`src/sv/bc1_bc3_block_decoder_unit_assert.svh`:
```
// ----------------------------------------------------------------------------
// BC1/BC2/BC3 block decoder assertion macros
// Shared property shapes for the decoder's concurrent checks.
// ----------------------------------------------------------------------------
`ifndef BC1_BC3_BLOCK_DECODER_UNIT_ASSERT_SVH
`define BC1_BC3_BLOCK_DECODER_UNIT_ASSERT_SVH

// Same-cycle implication, clocked on i_clk, off during reset
`define BCD_ASSERT_IMP(lbl, ante, cons) \
    lbl: assert property (@(posedge i_clk) disable iff (!i_rst_n) (ante) |-> (cons)) \
        else $error("bcd check failed: same-cycle implication");

// Next-cycle implication, clocked on i_clk, off during reset
`define BCD_ASSERT_NEXT(lbl, ante, cons) \
    lbl: assert property (@(posedge i_clk) disable iff (!i_rst_n) (ante) |=> (cons)) \
        else $error("bcd check failed: next-cycle implication");

`endif

```
`src/sv/bcd_pkg.sv`:
```
// ----------------------------------------------------------------------------
// BC1/BC2/BC3 block decoder package
// Shared types, codes and sizes for the front, queue and back of the decoder.
// ----------------------------------------------------------------------------
package bcd_pkg;

    // Default number of classified blocks held between front and back
    localparam int QUEUE_DEPTH = 2;

    // Configuration register indexes
    localparam logic [1:0] CFG_FORMAT = 2'd0;
    localparam logic [1:0] CFG_WIDTH  = 2'd1;
    localparam logic [1:0] CFG_HEIGHT = 2'd2;

    // Reset values of the size registers
    localparam logic [15:0] WIDTH_RESET  = 16'd4;
    localparam logic [15:0] HEIGHT_RESET = 16'd4;

    // Block format codes; the spare code decodes as BC1
    typedef enum logic [1:0] {
        FMT_BC1     = 2'd0,
        FMT_BC2     = 2'd1,
        FMT_BC3     = 2'd2,
        FMT_BC1_ALT = 2'd3
    } t_fmt;

    // One compressed block
    typedef struct packed {
        logic [63:0] alpha_word;
        logic [63:0] color_word;
    } t_in;

    // One decoded pixel
    typedef struct packed {
        logic [7:0]  red;
        logic [7:0]  green;
        logic [7:0]  blue;
        logic [7:0]  alpha;
        logic [15:0] pixel_x;
        logic [15:0] pixel_y;
        logic        last_of_block;
        logic        last_of_image;
    } t_out;

    typedef struct packed {
        logic [7:0] r;
        logic [7:0] g;
        logic [7:0] b;
        logic [7:0] a;
    } t_rgba;

    // Classified block, ready for pixel emission
    typedef struct packed {
        t_rgba [3:0]      pal;
        logic [7:0][7:0]  apal;
        logic [63:0]      alpha_word;
        logic [31:0]      color_idx;
        t_fmt             fmt;
        logic [15:0]      x0;
        logic [15:0]      y0;
        logic [1:0]       last_col;
        logic [1:0]       last_row;
        logic             end_img;
    } t_blk;

    // Queue status seen by both sides
    typedef struct packed {
        logic full;
        logic empty;
    } t_qstat;

endpackage

```
`src/sv/bc1_bc3_block_decoder_unit.sv`:
```
// ----------------------------------------------------------------------------
// BC1/BC2/BC3 block decoder unit
// Decodes compressed 4x4 blocks in raster block order into RGBA8 pixels with
// image coordinates, dropping pixels outside the configured image.
//
//   Channel   Direction  Handshake              Payload
//   input     in         i_valid / o_stall      i_data  (alpha_word, color_word)
//   output    out        o_valid / i_stall      o_data  (RGBA, x, y, last flags)
//   config    in         i_cfg_valid / o_cfg_ready  i_cfg_index, i_cfg_data
//
// One visible pixel leaves per cycle unless i_stall holds the output; a fully
// clipped block takes none. A block is classified in its accept cycle and
// pushed to the queue; its first pixel then enters the output register.
// Synchronous active-low reset empties the queue, zeroes the block position
// and sets format BC1, width 4, height 4. o_stall rises while QUEUE_DEPTH
// blocks wait; i_stall holds the output register and the walk.
// ----------------------------------------------------------------------------
module bc1_bc3_block_decoder_unit #(
    parameter int QUEUE_DEPTH = bcd_pkg::QUEUE_DEPTH
) (
    input  logic           i_clk,
    input  logic           i_rst_n,
    input  logic           i_valid,
    input  bcd_pkg::t_in   i_data,
    output logic           o_stall,
    output logic           o_valid,
    output bcd_pkg::t_out  o_data,
    input  logic           i_stall,
    input  logic           i_cfg_valid,
    output logic           o_cfg_ready,
    input  logic [1:0]     i_cfg_index,
    input  logic [15:0]    i_cfg_data
);

    logic            push;
    logic            pop;
    bcd_pkg::t_blk   push_data;
    bcd_pkg::t_blk   head;
    bcd_pkg::t_qstat q_status;

    // Classify blocks
    bcd_front u_front (
        .i_clk       (i_clk),
        .i_rst_n     (i_rst_n),
        .i_valid     (i_valid),
        .i_data      (i_data),
        .o_stall     (o_stall),
        .i_cfg_valid (i_cfg_valid),
        .o_cfg_ready (o_cfg_ready),
        .i_cfg_index (i_cfg_index),
        .i_cfg_data  (i_cfg_data),
        .i_q_status  (q_status),
        .o_push      (push),
        .o_push_data (push_data)
    );

    // Decouple front and back
    bcd_queue #(
        .DEPTH (QUEUE_DEPTH)
    ) u_queue (
        .i_clk       (i_clk),
        .i_rst_n     (i_rst_n),
        .i_push      (push),
        .i_push_data (push_data),
        .i_pop       (pop),
        .o_head      (head),
        .o_status    (q_status)
    );

    // Emit pixels
    bcd_back u_back (
        .i_clk      (i_clk),
        .i_rst_n    (i_rst_n),
        .i_head     (head),
        .i_q_status (q_status),
        .o_pop      (pop),
        .o_valid    (o_valid),
        .o_data     (o_data),
        .i_stall    (i_stall)
    );

endmodule

```
`src/sv/bcd_front.sv`:
```
// ----------------------------------------------------------------------------
// BC1/BC2/BC3 block decoder front
// Holds the configuration and block position, builds the color and alpha
// palettes and the clip window of each block, and pushes it to the queue.
// ----------------------------------------------------------------------------
module bcd_front (
    input  logic                i_clk,
    input  logic                i_rst_n,
    input  logic                i_valid,
    input  bcd_pkg::t_in        i_data,
    output logic                o_stall,
    input  logic                i_cfg_valid,
    output logic                o_cfg_ready,
    input  logic [1:0]          i_cfg_index,
    input  logic [15:0]         i_cfg_data,
    input  bcd_pkg::t_qstat     i_q_status,
    output logic                o_push,
    output bcd_pkg::t_blk       o_push_data
);

    bcd_pkg::t_fmt r_fmt;
    logic [15:0]   r_width;
    logic [15:0]   r_height;
    logic [13:0]   r_col;
    logic [13:0]   r_row;

    logic          accept;
    logic          size_ok;
    logic [16:0]   w_sum;
    logic [16:0]   h_sum;
    logic [14:0]   col_inc;
    logic [14:0]   row_inc;
    logic          end_row;
    logic          end_img;
    logic [15:0]   x0;
    logic [15:0]   y0;
    logic [15:0]   rem_x;
    logic [15:0]   rem_y;
    logic          vis;
    logic [15:0]   c0;
    logic [15:0]   c1;
    logic          three_color;
    bcd_pkg::t_rgba e0;
    bcd_pkg::t_rgba e1;
    bcd_pkg::t_rgba [3:0] pal;
    logic [7:0][7:0] apal;
    logic [7:0]    a0;
    logic [7:0]    a1;

    // Expand 5- and 6-bit endpoint channels to 8 bits
    function automatic logic [7:0] widen5(input logic [4:0] v);
        return {v, v[4:2]};
    endfunction

    function automatic logic [7:0] widen6(input logic [5:0] v);
        return {v, v[5:4]};
    endfunction

    function automatic bcd_pkg::t_rgba unpack565(input logic [15:0] v);
        bcd_pkg::t_rgba p;
        p.r = widen5(v[15:11]);
        p.g = widen6(v[10:5]);
        p.b = widen5(v[4:0]);
        p.a = 8'd255;
        return p;
    endfunction

    // Floor division by small constants through reciprocal multiply
    function automatic logic [7:0] div3(input logic [9:0] x);
        logic [19:0] m;
        m = 20'(x) * 20'd683;
        return m[18:11];
    endfunction

    function automatic logic [7:0] div5(input logic [10:0] x);
        logic [21:0] m;
        m = 22'(x) * 22'd1639;
        return m[20:13];
    endfunction

    function automatic logic [7:0] div7(input logic [10:0] x);
        logic [21:0] m;
        m = 22'(x) * 22'd2341;
        return m[21:14];
    endfunction

    function automatic logic [7:0] mix2(input logic [7:0] p, input logic [7:0] q);
        logic [8:0] s;
        s = {1'b0, p} + {1'b0, q};
        return s[8:1];
    endfunction

    function automatic logic [7:0] mix3(input logic [7:0] p, input logic [7:0] q);
        logic [9:0] s;
        s = {1'b0, p, 1'b0} + {2'b00, q};
        return div3(s);
    endfunction

    // Configuration writes are always taken
    assign o_cfg_ready = 1'b1;
    assign o_stall     = i_q_status.full;

    // Position, end-of-row and clip window of the incoming block
    always_comb begin
        accept  = i_valid && !i_q_status.full;
        size_ok = (r_width != 16'd0) && (r_height != 16'd0);
        w_sum   = {1'b0, r_width} + 17'd3;
        h_sum   = {1'b0, r_height} + 17'd3;
        col_inc = {1'b0, r_col} + 15'd1;
        row_inc = {1'b0, r_row} + 15'd1;
        end_row = col_inc >= w_sum[16:2];
        end_img = end_row && (row_inc >= h_sum[16:2]);
        x0      = {r_col, 2'b00};
        y0      = {r_row, 2'b00};
        rem_x   = r_width - x0;
        rem_y   = r_height - y0;
        vis     = (x0 < r_width) && (y0 < r_height);
    end

    // Color palette
    always_comb begin
        c0          = i_data.color_word[15:0];
        c1          = i_data.color_word[31:16];
        three_color = (r_fmt == bcd_pkg::FMT_BC1 || r_fmt == bcd_pkg::FMT_BC1_ALT)
                      && (c0 <= c1);
        e0          = unpack565(c0);
        e1          = unpack565(c1);
        pal[0]      = e0;
        pal[1]      = e1;
        if (three_color) begin
            pal[2].r = mix2(e0.r, e1.r);
            pal[2].g = mix2(e0.g, e1.g);
            pal[2].b = mix2(e0.b, e1.b);
            pal[2].a = 8'd255;
            pal[3]   = '0;
        end else begin
            pal[2].r = mix3(e0.r, e1.r);
            pal[2].g = mix3(e0.g, e1.g);
            pal[2].b = mix3(e0.b, e1.b);
            pal[2].a = 8'd255;
            pal[3].r = mix3(e1.r, e0.r);
            pal[3].g = mix3(e1.g, e0.g);
            pal[3].b = mix3(e1.b, e0.b);
            pal[3].a = 8'd255;
        end
    end

    // Interpolated alpha palette: eight steps, or six plus zero and full
    always_comb begin
        a0      = i_data.alpha_word[7:0];
        a1      = i_data.alpha_word[15:8];
        apal    = '0;
        apal[0] = a0;
        apal[1] = a1;
        for (int k = 1; k <= 6; k++) begin
            if (a0 > a1) begin
                apal[k + 1] = div7(11'(7 - k) * {3'b000, a0} + 11'(k) * {3'b000, a1});
            end else if (k <= 4) begin
                apal[k + 1] = div5(11'(5 - k) * {3'b000, a0} + 11'(k) * {3'b000, a1});
            end else if (k == 5) begin
                apal[k + 1] = 8'd0;
            end else begin
                apal[k + 1] = 8'd255;
            end
        end
    end

    // Queue entry
    always_comb begin
        o_push                 = accept && size_ok && vis;
        o_push_data.pal        = pal;
        o_push_data.apal       = apal;
        o_push_data.alpha_word = i_data.alpha_word;
        o_push_data.color_idx  = i_data.color_word[63:32];
        o_push_data.fmt        = r_fmt;
        o_push_data.x0         = x0;
        o_push_data.y0         = y0;
        o_push_data.last_col   = (rem_x >= 16'd4) ? 2'd3 : (rem_x[1:0] - 2'd1);
        o_push_data.last_row   = (rem_y >= 16'd4) ? 2'd3 : (rem_y[1:0] - 2'd1);
        o_push_data.end_img    = end_img;
    end

    // Configuration registers
    always_ff @(posedge i_clk) begin
        if (!i_rst_n) begin
            r_fmt    <= bcd_pkg::FMT_BC1;
            r_width  <= bcd_pkg::WIDTH_RESET;
            r_height <= bcd_pkg::HEIGHT_RESET;
        end else if (i_cfg_valid && o_cfg_ready) begin
            case (i_cfg_index)
                bcd_pkg::CFG_FORMAT: r_fmt    <= bcd_pkg::t_fmt'(i_cfg_data[1:0]);
                bcd_pkg::CFG_WIDTH:  r_width  <= i_cfg_data;
                bcd_pkg::CFG_HEIGHT: r_height <= i_cfg_data;
                default: ;
            endcase
        end
    end

    // Advance block column and row; hold them while the image is empty
    always_ff @(posedge i_clk) begin
        if (!i_rst_n) begin
            r_col <= '0;
            r_row <= '0;
        end else if (accept && size_ok) begin
            if (end_row) begin
                r_col <= '0;
                r_row <= end_img ? 14'd0 : row_inc[13:0];
            end else begin
                r_col <= col_inc[13:0];
            end
        end
    end

endmodule

```
`src/sv/bcd_queue.sv`:
```
// ----------------------------------------------------------------------------
// BC1/BC2/BC3 block decoder queue
// Short first-in first-out store of classified blocks (DEPTH of 2 or more).
// ----------------------------------------------------------------------------
module bcd_queue #(
    parameter int DEPTH = bcd_pkg::QUEUE_DEPTH
) (
    input  logic            i_clk,
    input  logic            i_rst_n,
    input  logic            i_push,
    input  bcd_pkg::t_blk   i_push_data,
    input  logic            i_pop,
    output bcd_pkg::t_blk   o_head,
    output bcd_pkg::t_qstat o_status
);

    localparam int PTR_W = $clog2(DEPTH);
    localparam int CNT_W = $clog2(DEPTH + 1);

    bcd_pkg::t_blk    r_mem [DEPTH];
    logic [PTR_W-1:0] r_wr;
    logic [PTR_W-1:0] r_rd;
    logic [CNT_W-1:0] r_count;
    logic [PTR_W-1:0] n_wr;
    logic [PTR_W-1:0] n_rd;
    logic [CNT_W-1:0] n_count;

    // Wrap pointers and track fill level
    always_comb begin
        n_wr    = (r_wr == PTR_W'(DEPTH - 1)) ? '0 : r_wr + 1'b1;
        n_rd    = (r_rd == PTR_W'(DEPTH - 1)) ? '0 : r_rd + 1'b1;
        n_count = r_count;
        if (i_push && !i_pop) begin
            n_count = r_count + 1'b1;
        end else if (i_pop && !i_push) begin
            n_count = r_count - 1'b1;
        end
    end

    assign o_head         = r_mem[r_rd];
    assign o_status.full  = (r_count == CNT_W'(DEPTH));
    assign o_status.empty = (r_count == '0);

    always_ff @(posedge i_clk) begin
        if (!i_rst_n) begin
            r_wr    <= '0;
            r_rd    <= '0;
            r_count <= '0;
        end else begin
            if (i_push) begin
                r_wr <= n_wr;
            end
            if (i_pop) begin
                r_rd <= n_rd;
            end
            r_count <= n_count;
        end
    end

    // Store entries
    always_ff @(posedge i_clk) begin
        if (i_push) begin
            r_mem[r_wr] <= i_push_data;
        end
    end

endmodule

```
`src/sv/bcd_back.sv`:
```
// ----------------------------------------------------------------------------
// BC1/BC2/BC3 block decoder back
// Walks the head block's visible pixels, one per cycle unless stalled, picks
// color and alpha from the palettes and drives the registered pixel output.
// ----------------------------------------------------------------------------
`include "bc1_bc3_block_decoder_unit_assert.svh"

module bcd_back (
    input  logic            i_clk,
    input  logic            i_rst_n,
    input  bcd_pkg::t_blk   i_head,
    input  bcd_pkg::t_qstat i_q_status,
    output logic            o_pop,
    output logic            o_valid,
    output bcd_pkg::t_out   o_data,
    input  logic            i_stall
);

    logic [1:0]     r_px;
    logic [1:0]     r_py;
    logic           r_out_valid;
    bcd_pkg::t_out  r_out;

    logic           head_valid;
    logic           advance;
    logic           last_pix;
    logic [3:0]     pix;
    logic [1:0]     ci;
    logic [3:0]     nib;
    logic [5:0]     abit;
    logic [2:0]     ai;
    bcd_pkg::t_rgba p;
    logic [7:0]     alpha;
    bcd_pkg::t_out  n_out;

    // Select the pixel under the counters
    always_comb begin
        head_valid = !i_q_status.empty;
        advance    = head_valid && (!r_out_valid || !i_stall);
        last_pix   = (r_px == i_head.last_col) && (r_py == i_head.last_row);
        pix        = {r_py, r_px};
        ci         = i_head.color_idx[{pix, 1'b0} +: 2];
        p          = i_head.pal[ci];
        nib        = i_head.alpha_word[{pix, 2'b00} +: 4];
        abit       = 6'd16 + {2'b00, pix} * 6'd3;
        ai         = i_head.alpha_word[abit +: 3];
        unique case (i_head.fmt)
            bcd_pkg::FMT_BC2:     alpha = {nib, nib};
            bcd_pkg::FMT_BC3:     alpha = i_head.apal[ai];
            bcd_pkg::FMT_BC1,
            bcd_pkg::FMT_BC1_ALT: alpha = p.a;
        endcase
        n_out.red           = p.r;
        n_out.green         = p.g;
        n_out.blue          = p.b;
        n_out.alpha         = alpha;
        n_out.pixel_x       = i_head.x0 + {14'd0, r_px};
        n_out.pixel_y       = i_head.y0 + {14'd0, r_py};
        n_out.last_of_block = last_pix;
        n_out.last_of_image = last_pix && i_head.end_img;
        o_pop               = advance && last_pix;
    end

    // Step through columns, then rows, of the visible window
    always_ff @(posedge i_clk) begin
        if (!i_rst_n) begin
            r_px <= '0;
            r_py <= '0;
        end else if (advance) begin
            if (last_pix) begin
                r_px <= '0;
                r_py <= '0;
            end else if (r_px == i_head.last_col) begin
                r_px <= '0;
                r_py <= r_py + 2'd1;
            end else begin
                r_px <= r_px + 2'd1;
            end
        end
    end

    // Output register: load on advance, drop once transferred
    always_ff @(posedge i_clk) begin
        if (!i_rst_n) begin
            r_out_valid <= 1'b0;
        end else if (advance) begin
            r_out_valid <= 1'b1;
        end else if (!i_stall) begin
            r_out_valid <= 1'b0;
        end
    end

    always_ff @(posedge i_clk) begin
        if (advance) begin
            r_out <= n_out;
        end
    end

    assign o_valid = r_out_valid;
    assign o_data  = r_out;

    `BCD_ASSERT_IMP(a_pop_on_last, o_pop, head_valid && last_pix)
    `BCD_ASSERT_NEXT(a_pop_rewinds, o_pop, r_px == 2'd0 && r_py == 2'd0)
    `BCD_ASSERT_IMP(a_img_end_is_blk_end, r_out_valid && r_out.last_of_image, r_out.last_of_block)
    `BCD_ASSERT_IMP(a_pix_in_window, head_valid, r_px <= i_head.last_col && r_py <= i_head.last_row)

endmodule
```
`config.mk`:
```
export PLATFORM = sky130hd
export DESIGN_NAME = bc1_bc3_block_decoder_unit
export DESIGN_NICKNAME = d
export VERILOG_FILES = /design/src/sv/bcd_pkg.sv /design/src/sv/bc1_bc3_block_decoder_unit.sv /design/src/sv/bcd_front.sv /design/src/sv/bcd_queue.sv /design/src/sv/bcd_back.sv
export VERILOG_INCLUDE_DIRS = /design/src /design/src/sv
export SDC_FILE = /design/constraint.sdc
export NUM_CORES = 2
export LEC_CHECK = 0
export ABC_CLOCK_PERIOD_IN_PS = 15700
export BUFFER_PORTS_ARGS = -buffer_cell sky130_fd_sc_hd__buf_2
export CORE_ASPECT_RATIO = 1.25
export CORE_UTILIZATION = 25
export DETAILED_ROUTE_END_ITERATION = 8
export SYNTH_ARGS = -nofsm -noshare
export SYNTH_HDL_FRONTEND = slang
export SYNTH_SLANG_ARGS = --single-unit
```
`constraint.sdc`:
```
create_clock -name i_clk -period 15.7 [get_ports i_clk]
set_clock_uncertainty 0.05 [all_clocks]
set_input_delay 2.355 -clock i_clk [delete_from_list [all_inputs] [get_ports i_clk]]
set_output_delay 2.355 -clock i_clk [all_outputs]
set_load 0.02 [all_outputs]
```
Word level (Yosys, flattened, before mapping) --
Memories as Yosys holds them, arrays and structs flattened. A register that Yosys moved wholly into a read port is not among the register bits. Cells that the tools add are included.
Word-level totals: flip-flop bits (word level) 137, memory bits (writable) 614, bits of input ports 151, output and inout port bits 69, logic and storage cells 167, memories kept 1
Cells by class: add/sub/neg operators 36, $mul 23, order comparisons 10, equal/unequal tests 10, shifts and indexed selects 3, multiplexer cells 30, reductions and logical operators 35
Memories:
- u_queue.r_mem | words 2, bits a word 307, rd ports 1, clocked after Yosys merged registers in 1, wr ports 1, line bcd_queue.sv:20 | bcd_pkg::t_blk r_mem [DEPTH];
Operators with widths (count):
- multiplier 11 x 12 -> 22 bit (second input constant) | 6
- multiplier 10 x 10 -> 19 bit (second input constant) | 6
- multiplier 11 x 11 -> 21 bit (second input constant) | 4
- binary-select mux 32 bit (select 2 bit) | 1
- two-way mux 64 bit | 1
- indexed part select 64 x 7 -> 3 bit | 1
- indexed part select 64 x 7 -> 4 bit | 1
- adder 9 x 8 -> 10 bit | 6
- two-way mux 8 bit | 7
- multiplier 2 x 8 -> 10 bit (first input constant) | 4
- adder 16 x 2 -> 17 bit (second input constant) | 2
- adder 16 x 2 -> 16 bit | 2
- greater-or-equal comparator 16 x 3 -> 1 bit (second input constant) | 2
- < comparator 16 bit | 2
- two-way mux 32 bit | 1
- nonzero test 16 bit | 2
- indexed part select 32 x 6 -> 2 bit | 1
- subtractor 16 bit | 2
- adder 14 x 1 -> 15 bit (second input constant) | 2
- greater-or-equal comparator 15 bit | 2
- two-way mux 14 bit | 2
- adder 8 x 8 -> 9 bit | 3
- binary-select mux 8 bit (select 3 bit) | 1
- one-hot mux 8 bit (3 select lines) | 1
- 32 further kinds | 85

Longest topological paths before layout --
depth in word-level cells 9, mapped depth 33, gate-level depth less buffers 33

By module --
Synthesis repeated with hierarchy kept, for this count alone.
Second synthesis, totals: cells, all modules 6042, area, all modules 70870.5 sq um
Modules (own cells, without submodules):
- bcd_front | times used 1, cells each 4483, area an instance 40083.4 sq um, sequential area each 1241.2 sq um
- bcd_queue | times used 1, cells each 1039, area an instance 23905.4 sq um, sequential area each 19738.9 sq um
- bcd_back | times used 1, cells each 520, area an instance 6881.6 sq um, sequential area each 2082.0 sq um

Worst setup path before layout --
Ideal clock, no wire load.
path kind input to register, from input i_valid, to memory u_queue.r_mem[0][0] (netlist bit), enable pin, library setup time 0.917 ns, arrival 14.827 ns, data required time 14.733 ns, path slack -0.094 ns, cell stages on the path 4, buffers on the path 0, path through nand4_1 a311o_1 a221oi_1 nor2b_1
On the way: word-level cells in the longest chain between the ends 5
Ends and longest elaborated chain:
- start: declaration | line bc1_bc3_block_decoder_unit.sv:23 | input logic i_valid,
- logical AND 1 bit | line bcd_front.sv:105 | accept = i_valid && !i_q_status.full;
- logical AND 1 bit (2 in series) | line bcd_front.sv:170 | o_push = accept && size_ok && vis;
- named net push | line bc1_bc3_block_decoder_unit.sv:35 | logic push;
- two-way mux 1 bit | line bcd_queue.sv:62 | if (i_push) begin
- two-way mux 1 bit (implied by the code) | line bcd_queue.sv:63 | r_mem[r_wr] <= i_push_data;
- end: declaration | line bcd_queue.sv:20
The timed path passes the listed nets, and every way through them passes these cells.

==> summary.txt <==
Synth
  • Synth Cell Area: 62830 um2
  • Synth area leaders: edfxtp_1 (28%), ha_1 (24%), fa_1 (12%)
  • Synth async-reset ratio: 0%
  • Yosys top cell area share: 28.01%
  • Synth cell types: 81
  • Syn Inst Count: 5473
  • Synthesis Warnings: 0
  • Commonest cells post-synth: ha_1 (1223), inv_1 (729), edfxtp_1 (586)
  • Syn Nets: 7235
  • Most frequent cell after synthesis: ha_1
  • Syn Area/Cell: 11.48 um2
  • Synth Register Bits: 658
  • Seq/Total Area, Yosys: 30.30%
  • Area leader, netlist: edfxtp_1
  • Post-synth EDFFs: 586
  • Main synth FF type: edfxtp_1

Global route
  • Antenna violations before repair: 27
  • Vias in the first global route: 44.73k
  • First-pass GRT wire length: 252400 um
  • Congestion Overflow GR: 0
  • Largest net degree at the start of global routing: 131
  • GRT Total Usage: 12.71%

Clock tree
  • Reg clk slew, reported paths: 60 ps
  • Buffer depth of the longest clock path: 3
  • Sink Count: 658
  • Root Buffer: clkbuf_16
  • Clk_lat worst skew: 670 ps
  • Post-CTS setup buffers: 0
  • Num CTS Buffers: 68
  • Post-CTS Resized: 0
  • CTS tree: yes
  • H-Tree Depth: 3
  • Hold bufs inserted after CTS: 0

STA
  • Final Max Slew Viols: 0
  • Final period util: 64.10%
  • RSZ-0062 raised after global routing: false
  • Slew @ Worst Pin: 1143 ps
  • Final hold viol count: 0
  • Slew margin rel.: 23.63%
  • Fmax: 99.36 MHz
  • Crit path time final: 10060 ps
  • Final setup violation count: 0
  • Setup tns final: 0 ps

Route
  • DR DRC count: 0
  • Wire length per cell: 17.81 um
  • Antenna-violating nets left: 0
  • DR vias: 41.67k
  • DR iter-0 viols: 2067
  • Final wirelength: 161200 um
  • Drt via density: 4.602
  • Drt first pass iters: 6

Die
  • Ports: 220
  • Area of the core: 249600 um2
  • Die Width: 450.4 um
  • Die area: 253400 um2
  • Initial Utilization: 25.18%
  • Rows: 205
  • Die Y: 562.5 um

Flow run
  • Max-cap violations: 0

Cells and area
  • Final core occ: 28.08%
  • Final nets: 7445
  • Syn-to-layout area delta: 11.55%
  • Layout cells sized above 1: 10.15%
  • Finished Cell Area: 70090 um2
  • Final instance count without filler cells: 9054

Critical path
  • Critical Path End Type: flip-flop
  • Crit Path Category: input port to flip-flop
  • Delay-heaviest family, CP: adder cells
  • CP startpoint kind: input port
  • Most frequent cell on the critical path: fa_1
  • Worst-path maximum fanout: 24
  • CP required: 16070 ps
  • Critical Path AT: 10440 ps
  • Crit path buf inv count: 6
  • Slowest-stage cell, CP: fa_1
  • Max incr delay on CP: 550 ps

Placement
  • Placed insts: 8925
  • Dpl cell area: 67820 um2
  • Final HPWL DP: 129300 um
  • GP Congestion: 0.8770
  • Port bufs: 218

Min path
  • Hold Path Class: flip-flop to flip-flop

Run status
  • Status: finished, final reports clean
-- through the flow --
stage | hold WS (ps) | setup WS, ps
6_report | 439.5 | 5636
5_1_grt | 460.3 | 5213
4_1_cts | 441.4 | 5669
3_5_place_dp | 427.0 | 4919
3_3_place_gp | 418.0 | 4986
2_1_floorplan | 373.7 | 4924
-- registers in the layout (all words and copies together), names as in the netlist, 14 cells and up, named ones only --
signal	flops
u_back.o_data	66
u_front.r_col	14
u_front.r_height	16
u_front.r_row	14
u_front.r_width	16
u_queue.r_mem	520
-- cell families after synthesis --
kind of cell,count (synthesis),synth area share [%]
adders and majority gates,1611,36.72
and+or+nand+nor,908,6.868
buffers and inverters,845,5.293
AOI/OAI and AO/OA,795,8.083
DFF,658,30.30
xor gates and xnor gates,356,4.962
muxes,299,7.770
other,1,0.005968
-- cells in the final DEF, fill, tap and decap left out, types with 21 or more instances in the layout --
master,count
nand2_1,251
nand4_1,32
o21ai_0,138
mux4_2,125
a22oi_1,21
nor2_1,266
a21o_1,106
buf_2,218
xor2_1,95
nand2b_1,44
xnor2_1,261
inv_1,728
buf_4,36
dfxtp_1,69
mux2_2,65
and3_1,36
edfxtp_1,586
nor3_1,69
a21oi_1,251
a31oi_1,34
nand3_1,63
nor2b_1,52
o21bai_1,51
mux2i_1,94
fa_1,388
clkbuf_16,68
ha_1,1222
o21a_1,40
-- path summary, 6_finish.rpt --
check	start	end	slack, ps	cells past startpoint
max	i_data[72]	u_queue.r_mem[1][169]	5640	31
min	u_front.r_col[5]	u_queue.r_mem[1][24]	440	0
max reg2reg	u_front.r_height[2]	u_queue.r_mem[0][271]	9390	15
min reg2reg	u_front.r_col[5]	u_queue.r_mem[1][24]	440	0
-- metal layers --
layer  vias up  GRT usage, %  wire (um)
met4         8         3.754       4547
met1     20610         15.42      68470
met3       259         1.617       6730
met5         -             0         55
li1      19950             -          -
met2       837         23.19      81440
-- cell type report --
cell class,count,area (um2)
diodes,6,15.01
clock buffers,78,1769
clock inverters,45,483.0
fillers,25560,179500
inverters,730,2741
multi-input cells,3970,40510
flip-flops and latches,658,19050
well taps,3312,4144
repair buffers,255,1381
Power is not shown: default switching activity piles up to over one toggle a cycle in this logic, so the estimate is an artifact.
